==> src/hfnm_pkg.sv <==
// ----------------------------------------------------------------------------
// hfnm_pkg
// Shared constants, state types and a status struct for the raster hole filler.
// ----------------------------------------------------------------------------
package hfnm_pkg;

    localparam int MAX_WIDTH_DEF   = 1024;
    localparam int SAMPLE_BITS_DEF = 32;

    localparam int CFG_INDEX_BITS = 3;
    localparam int COL_BITS       = 11;
    localparam int ROW_BITS       = 16;
    localparam int PEND_BITS      = 12;
    localparam int TOL_BITS       = 16;
    localparam int CUTOFF_BITS    = 4;
    localparam int COUNT_BITS     = 4;
    localparam int MIN_DIM        = 3;
    localparam int WIN_CELLS      = 9;
    localparam int WIN_CENTER     = 4;
    localparam int DIV_DIGITS     = 8;

    localparam logic [CFG_INDEX_BITS-1:0] CFG_HOLE_VALUE      = 3'd0;
    localparam logic [CFG_INDEX_BITS-1:0] CFG_HOLE_TOLERANCE  = 3'd1;
    localparam logic [CFG_INDEX_BITS-1:0] CFG_NEIGHBOR_CUTOFF = 3'd2;
    localparam logic [CFG_INDEX_BITS-1:0] CFG_IMAGE_WIDTH     = 3'd3;
    localparam logic [CFG_INDEX_BITS-1:0] CFG_IMAGE_HEIGHT    = 3'd4;

    localparam logic [CUTOFF_BITS-1:0] RST_CUTOFF = 4'd5;
    localparam logic [COL_BITS-1:0]    RST_WIDTH  = 11'd1024;
    localparam logic [ROW_BITS-1:0]    RST_HEIGHT = 16'd1024;

    typedef enum logic [2:0] {
        ST_IDLE,
        ST_RDP,
        ST_PCAP,
        ST_RDA,
        ST_RDB,
        ST_SHIFT,
        ST_MEAN,
        ST_OUT
    } top_state_t;

    typedef enum logic [2:0] {
        M_IDLE,
        M_FLAG,
        M_PAIR,
        M_SUM,
        M_LOAD,
        M_DIV,
        M_SIGN,
        M_DONE
    } mean_state_t;

    typedef struct packed {
        logic done;
        logic fill;
    } mean_status_t;

endpackage

==> src/hfnm_mean.sv <==
// ----------------------------------------------------------------------------
// hfnm_mean
// Hole test over the 3x3 window, neighbor sum and count, and a digit-serial
// divide of the sum by the count, truncated toward zero.
// ----------------------------------------------------------------------------
module hfnm_mean #(
    parameter int SAMPLE_BITS = hfnm_pkg::SAMPLE_BITS_DEF
) (
    input  logic                                         clk,
    input  logic                                         rst_n,
    input  logic                                         start,
    input  logic [hfnm_pkg::WIN_CELLS-1:0][SAMPLE_BITS-1:0] win,
    input  logic [SAMPLE_BITS-1:0]                       hole_value,
    input  logic [hfnm_pkg::TOL_BITS-1:0]                hole_tol,
    input  logic [hfnm_pkg::CUTOFF_BITS-1:0]             cutoff,
    output hfnm_pkg::mean_status_t                       status,
    output logic [SAMPLE_BITS-1:0]                       mean
);

    localparam int SB        = SAMPLE_BITS;
    localparam int DIGITS    = hfnm_pkg::DIV_DIGITS;
    localparam int SUM_BITS  = SB + 3;
    localparam int DIV_STEPS = (SUM_BITS + DIGITS - 1) / DIGITS;
    localparam int DIV_BITS  = DIV_STEPS * DIGITS;
    localparam int CNT_BITS  = $clog2(DIV_STEPS + 1);
    localparam int NC        = hfnm_pkg::WIN_CELLS;
    localparam int CB        = hfnm_pkg::COUNT_BITS;

    hfnm_pkg::mean_state_t state_reg, state_next;

    logic [NC-1:0]             nh_reg;
    logic [3:0][SB:0]          pair_reg;
    logic [NC-1:0][SB:0]       masked;
    logic [CB-1:0]             num_reg;
    logic                      center_hole_reg;
    logic [SUM_BITS-1:0]       total_reg;
    logic                      fill_reg;
    logic                      neg_reg;
    logic [DIV_BITS-1:0]       quo_reg;
    logic [DIV_BITS-1:0]       quo_next;
    logic [3:0]                rem_reg;
    logic [3:0]                rem_next;
    logic [CNT_BITS-1:0]       cnt_reg;
    logic [SB-1:0]             mean_reg;
    logic [SUM_BITS-1:0]       magnitude;

    function automatic logic hole_test(input logic [SB-1:0] v,
                                       input logic [SB-1:0] hv,
                                       input logic [hfnm_pkg::TOL_BITS-1:0] tol);
        logic signed [SB:0] d;
        logic signed [SB:0] t;
        d = $signed({v[SB-1], v}) - $signed({hv[SB-1], hv});
        t = $signed((SB+1)'(tol));
        hole_test = (d <= t) && (d >= -t);
    endfunction

    always_ff @(posedge clk or negedge rst_n)
    begin
        if (!rst_n)
        begin
            state_reg <= hfnm_pkg::M_IDLE;
        end
        else
        begin
            state_reg <= state_next;
        end
    end

    always_comb
    begin
        state_next = state_reg;
        case (state_reg)
            hfnm_pkg::M_IDLE: if (start) state_next = hfnm_pkg::M_FLAG;
            hfnm_pkg::M_FLAG: state_next = hfnm_pkg::M_PAIR;
            hfnm_pkg::M_PAIR: state_next = hfnm_pkg::M_SUM;
            hfnm_pkg::M_SUM:  state_next = hfnm_pkg::M_LOAD;
            hfnm_pkg::M_LOAD: state_next = fill_reg ? hfnm_pkg::M_DIV : hfnm_pkg::M_DONE;
            hfnm_pkg::M_DIV:  if (cnt_reg == '0) state_next = hfnm_pkg::M_SIGN;
            hfnm_pkg::M_SIGN: state_next = hfnm_pkg::M_DONE;
            hfnm_pkg::M_DONE: state_next = hfnm_pkg::M_IDLE;
            default:          state_next = hfnm_pkg::M_IDLE;
        endcase
        status.done = (state_reg == hfnm_pkg::M_DONE);
        status.fill = fill_reg;
    end

    always_comb
    begin
        for (int k = 0; k < NC; k++)
        begin
            masked[k] = nh_reg[k] ? {win[k][SB-1], win[k]} : '0;
        end
    end

    assign magnitude = total_reg[SUM_BITS-1] ? (~total_reg + 1'b1) : total_reg;

    // restoring divide, one quotient digit per step
    always_comb
    begin
        logic [3:0]          r;
        logic [3:0]          t;
        logic [DIV_BITS-1:0] q;
        r = rem_reg;
        q = quo_reg;
        for (int i = 0; i < DIGITS; i++)
        begin
            t = {r[2:0], q[DIV_BITS-1]};
            q = {q[DIV_BITS-2:0], 1'b0};
            if (t >= num_reg)
            begin
                t    = t - num_reg;
                q[0] = 1'b1;
            end
            r = t;
        end
        rem_next = r;
        quo_next = q;
    end

    always_ff @(posedge clk)
    begin
        case (state_reg)
            hfnm_pkg::M_FLAG:
            begin
                for (int k = 0; k < NC; k++)
                begin
                    nh_reg[k] <= !hole_test(win[k], hole_value, hole_tol);
                end
            end
            hfnm_pkg::M_PAIR:
            begin
                pair_reg[0]     <= masked[0] + masked[1];
                pair_reg[1]     <= masked[2] + masked[3];
                pair_reg[2]     <= masked[5] + masked[6];
                pair_reg[3]     <= masked[7] + masked[8];
                num_reg         <= CB'($countones({nh_reg[8:5], nh_reg[3:0]}));
                center_hole_reg <= !nh_reg[hfnm_pkg::WIN_CENTER];
            end
            hfnm_pkg::M_SUM:
            begin
                total_reg <= {{2{pair_reg[0][SB]}}, pair_reg[0]}
                           + {{2{pair_reg[1][SB]}}, pair_reg[1]}
                           + {{2{pair_reg[2][SB]}}, pair_reg[2]}
                           + {{2{pair_reg[3][SB]}}, pair_reg[3]};
                fill_reg  <= center_hole_reg && (num_reg > cutoff);
            end
            hfnm_pkg::M_LOAD:
            begin
                neg_reg <= total_reg[SUM_BITS-1];
                quo_reg <= DIV_BITS'(magnitude);
                rem_reg <= '0;
                cnt_reg <= CNT_BITS'(DIV_STEPS - 1);
            end
            hfnm_pkg::M_DIV:
            begin
                quo_reg <= quo_next;
                rem_reg <= rem_next;
                cnt_reg <= cnt_reg - 1'b1;
            end
            hfnm_pkg::M_SIGN:
            begin
                mean_reg <= neg_reg ? SB'(~quo_reg + 1'b1) : SB'(quo_reg);
            end
            default:
            begin
            end
        endcase
    end

    assign mean = mean_reg;

endmodule

==> config.mk <==
export PLATFORM = sky130hd
export DESIGN_NAME = hfnm_mean
export DESIGN_NICKNAME = d
export VERILOG_FILES = /design/src/hfnm_pkg.sv /design/src/hfnm_mean.sv
export SDC_FILE = /design/constraint.sdc
export NUM_CORES = 2
export LEC_CHECK = 0
export ABC_AREA = 1
export BUFFER_PORTS_ARGS = -buffer_cell sky130_fd_sc_hd__buf_2
export CORE_MARGIN = 5
export CORE_UTILIZATION = 40
export DETAILED_ROUTE_END_ITERATION = 8
export GPL_ROUTABILITY_DRIVEN = 1
export GPL_TIMING_DRIVEN = 0
export PLACE_DENSITY_LB_ADDON = 0.3
export SYNTH_ARGS = -nofsm -noshare
export SYNTH_HDL_FRONTEND = slang
export SYNTH_SLANG_ARGS = --single-unit
==> constraint.sdc <==
create_clock -name clk -period 33.5 [get_ports clk]
set_input_delay 1.675 -clock clk [delete_from_list [all_inputs] [get_ports clk]]
set_output_delay 1.675 -clock clk [all_outputs]
set_load 0.005 [all_outputs]
==> flow_metrics.py <==
metrics = {
    "clock_network": {
        "cts_root_buf": "clkbuf_16",
        "clockBufferDepth": 3,
        "clk_pin_slew_ns": 0.06,
        "numCtsBuffers": 31,
        "cts_resized": 0,
        "cts_tree": "yes",
        "postCtsSetupRepairBufs": 0,
        "cts_max_level": 1,
        "cts_sinks": 264,
        "cts_hold_buf": 0,
        "clk_latency_ns": 0.61,
    },
    "placed_design": {
        "dp_hpwl_mm": 218,
        "dp_slack_ns": 21.52,
        "gp_congestion": 1.03,
        "io_buffers": 374,
    },
    "global_routing": {
        "grt_busiest_layer": "met2",
        "met1_usage_pct": 47.0,
        "grt_pass1_vias": 57344,
        "grt_max_degree": 42,
        "met3_usage_pct": 7.56,
        "grt_util_all_layers_pct": 34.5,
        "antenna_found_initial": 42,
        "grt_pass1_wl_mm": 365,
        "grt_overflow": 0,
        "use_met2_pct": 51.1,
    },
    "yosys": {
        "avgSynthCellArea_um2": 6.38,
        "ys_seq_area_share_pct": 14.5,
        "yosys.area.top_type_share_pct": 21.3,
        "synth.distinct_cells": 60,
        "mappedNetlistArea_mm2": 0.0544,
        "synthFlopType": "edfxtp_1",
        "async_reset_ff_share_pct": 1.14,
        "synth_warnings": 0,
        "synth_nets": 9895,
        "synth_cells": 8533,
        "synth_edf_count": 261,
        "ys_top_cells_by_area": "ha_1 (21%), nand2_1 (17%), edfxtp_1 (14%), inv_1 (9.4%), a21oi_1 (6.1%)",
        "yosys_register_bits": 264,
        "yosys.area.top_type": "ha_1",
    },
    "route": {
        "vias_per_cell": 5.69,
        "drc": 0,
        "wl_per_cell_um": 23.8,
        "drtAntennaViolNets": 0,
        "dr.pass1.iters": 9,
        "vias": 61676,
        "drtIter0Drc": 6585,
        "routed_wl_mm": 258,
    },
    "power_and_ir_drop": {
        "power.density_mw_per_mm2": 84.2,
        "peakVddDrop_v": 0.000323,
        "leakage_uw": 0.0329,
    },
    "worst_setup_path": {
        "cp_data_arrival_time_ns": 12.45,
        "cpPeakStageDelay_ns": 0.71,
        "r2r-start": "num_reg[1]",
        "cp_max_fo": 10,
        "critPathRequiredTime_ns": 33.94,
        "cp-startpoint": "num_reg[1]",
        "reg2reg_to": "rem_reg[2]",
        "critical_path_class": "register to register",
        "critPathLaunchType": "register",
        "end_kind": "register",
        "cp_slowest_cell": "edfxtp_1",
        "rrSetupSlack_ns": 21.49,
        "crit_path_frequent_cell": "inv_1",
        "rr_worst_depth": 60,
    },
    "hold_path": {
        "min_path_cells": 1,
        "hold_path_class": "register to register",
        "min_to": "center_hole_reg",
        "hp-start": "nh_reg[4]",
    },
    "die": {
        "initial_core_util_pct": 40.2,
        "die_x_um": 379,
        "die_h_um": 379,
        "rows": 135,
        "ios": 377,
        "core_mm2": 0.135,
        "die_area_mm2": 0.144,
    },
    "sta": {
        "skew_ns": 0.0257,
        "min_period_over_period_pct": 35.8,
        "max_freq_mhz": 83.3,
        "setup_viol": 0,
        "worst_pin_slew_ns": 1.62,
        "hold_viol_final": 0,
        "layout_min_cycle_time_ns": 12.01,
        "finalSetupTns_ns": 0,
        "rsz0062_at_grt": "false",
        "final_max_slew_viol_count": 124,
        "slew-limit-headroom_pct": -7.79,
        "worst_slack_ns": 21.49,
    },
    "cells_and_area": {
        "drive_above_1_share_pct": 6.60,
        "area_growth_pct": 11.7,
        "final_common_cell": "nand2_1",
        "final_cell_mix": "nand2_1 (2519), inv_1 (1359), ha_1 (927)",
        "largest_reg_flops": 132,
        "nNetsFinal": 10369,
    },
    "run": {
        "drv_cap": 17,
    },
    "status": {
        "status": "finished, violations left",
        "violations": "max-capacitance violations, max-slew violations",
    },
}
==> worst max-delay path: cells and delay by family, from the launching register on <==
family | cells | cell delay, ns
buffers and inverters | 14 | 1.66
AOI/OAI and AO/OA | 22 | 3.87
and+or+nand+nor | 16 | 2.26
DFF | 1 | 0.71
adders and majority gates | 8 | 3.30
==> worst max path at each step <==
| stage | slack [ns] | end | cells after the start |
|---|---|---|---|
| 6_report | 21.49 | rem_reg[2] | 60 |
| 3_5_place_dp | 21.52 | rem_reg[2] | 60 |
| 4_1_cts | 21.44 | rem_reg[2] | 60 |
| 2_1_floorplan | 22.84 | state_reg[1] | 3 |
| 5_1_grt | 20.34 | rem_reg[2] | 59 |
| 3_3_place_gp | 18.73 | state_reg[1] | 3 |
==> cells by family after synthesis <==
kind of cell               Yosys count  synth area share [%]
AOI/OAI and AO/OA                 1265                  12.9
xor gates and xnor gates           366                  5.89
adders and majority gates         1019                  24.7
buffers and inverters             1421                  9.81
DFF                                264                  14.5
and+or+nand+nor                   4198                  32.2
==> report_power, final <==
part           switching [uW]  leakage, uW  internal (uW)
logic                    2560       0.0300           1450
clock network             149     0.000529            214
registers                 120      0.00244            630
total                    2830       0.0329           2290
==> metrics by stage <==
step | cell area (um2) | hold slack (ns) | total power (uW) | cells | util, %
after floorplan | 54400 | 0.469 | 3600 | 8533 | -
after global placement | 58500 | 0.510 | 4540 | 10688 | 43.3
after detailed placement | 59600 | 0.519 | 4670 | 10753 | 44.0
after CTS | 60600 | 0.537 | 5070 | 10809 | 44.8
after global routing | 60700 | 0.551 | 5620 | 10814 | 44.9
final | 60800 | 0.529 | 5120 | 10847 | 44.9
==> synthesized netlist by cell type, types with 92 or more instances <==
cell      count
a21oi_1     663
nor3_1      130
xor2_1      288
nor2_1      781
nand3_1     415
o21ai_0     327
ha_1        927
edfxtp_1    261
nand2_1    2520
inv_1      1367
nand4_1     181
fa_1         92
==> layout make-up <==
type | instances | area (um2)
antenna | 36 | 90.1
buffer | 49 | 190
clock buffer | 41 | 863
clock inverter | 15 | 215
fill | 14337 | 74500
inverter | 1372 | 5150
multi-input combinational | 6848 | 41500
sequential | 264 | 7910
tap | 1781 | 2230
timing repair buffer | 441 | 2690
==> routing by layer <==
metal	wire (um)	up-vias	share of wire [%]
met4	15800	10	6.1
met3	29200	656	11
li1	-	29162	-
met1	108000	28634	42
met2	105000	3214	41
met5	68	-	0.026
Note: power is estimated with default switching activity, not from simulation.
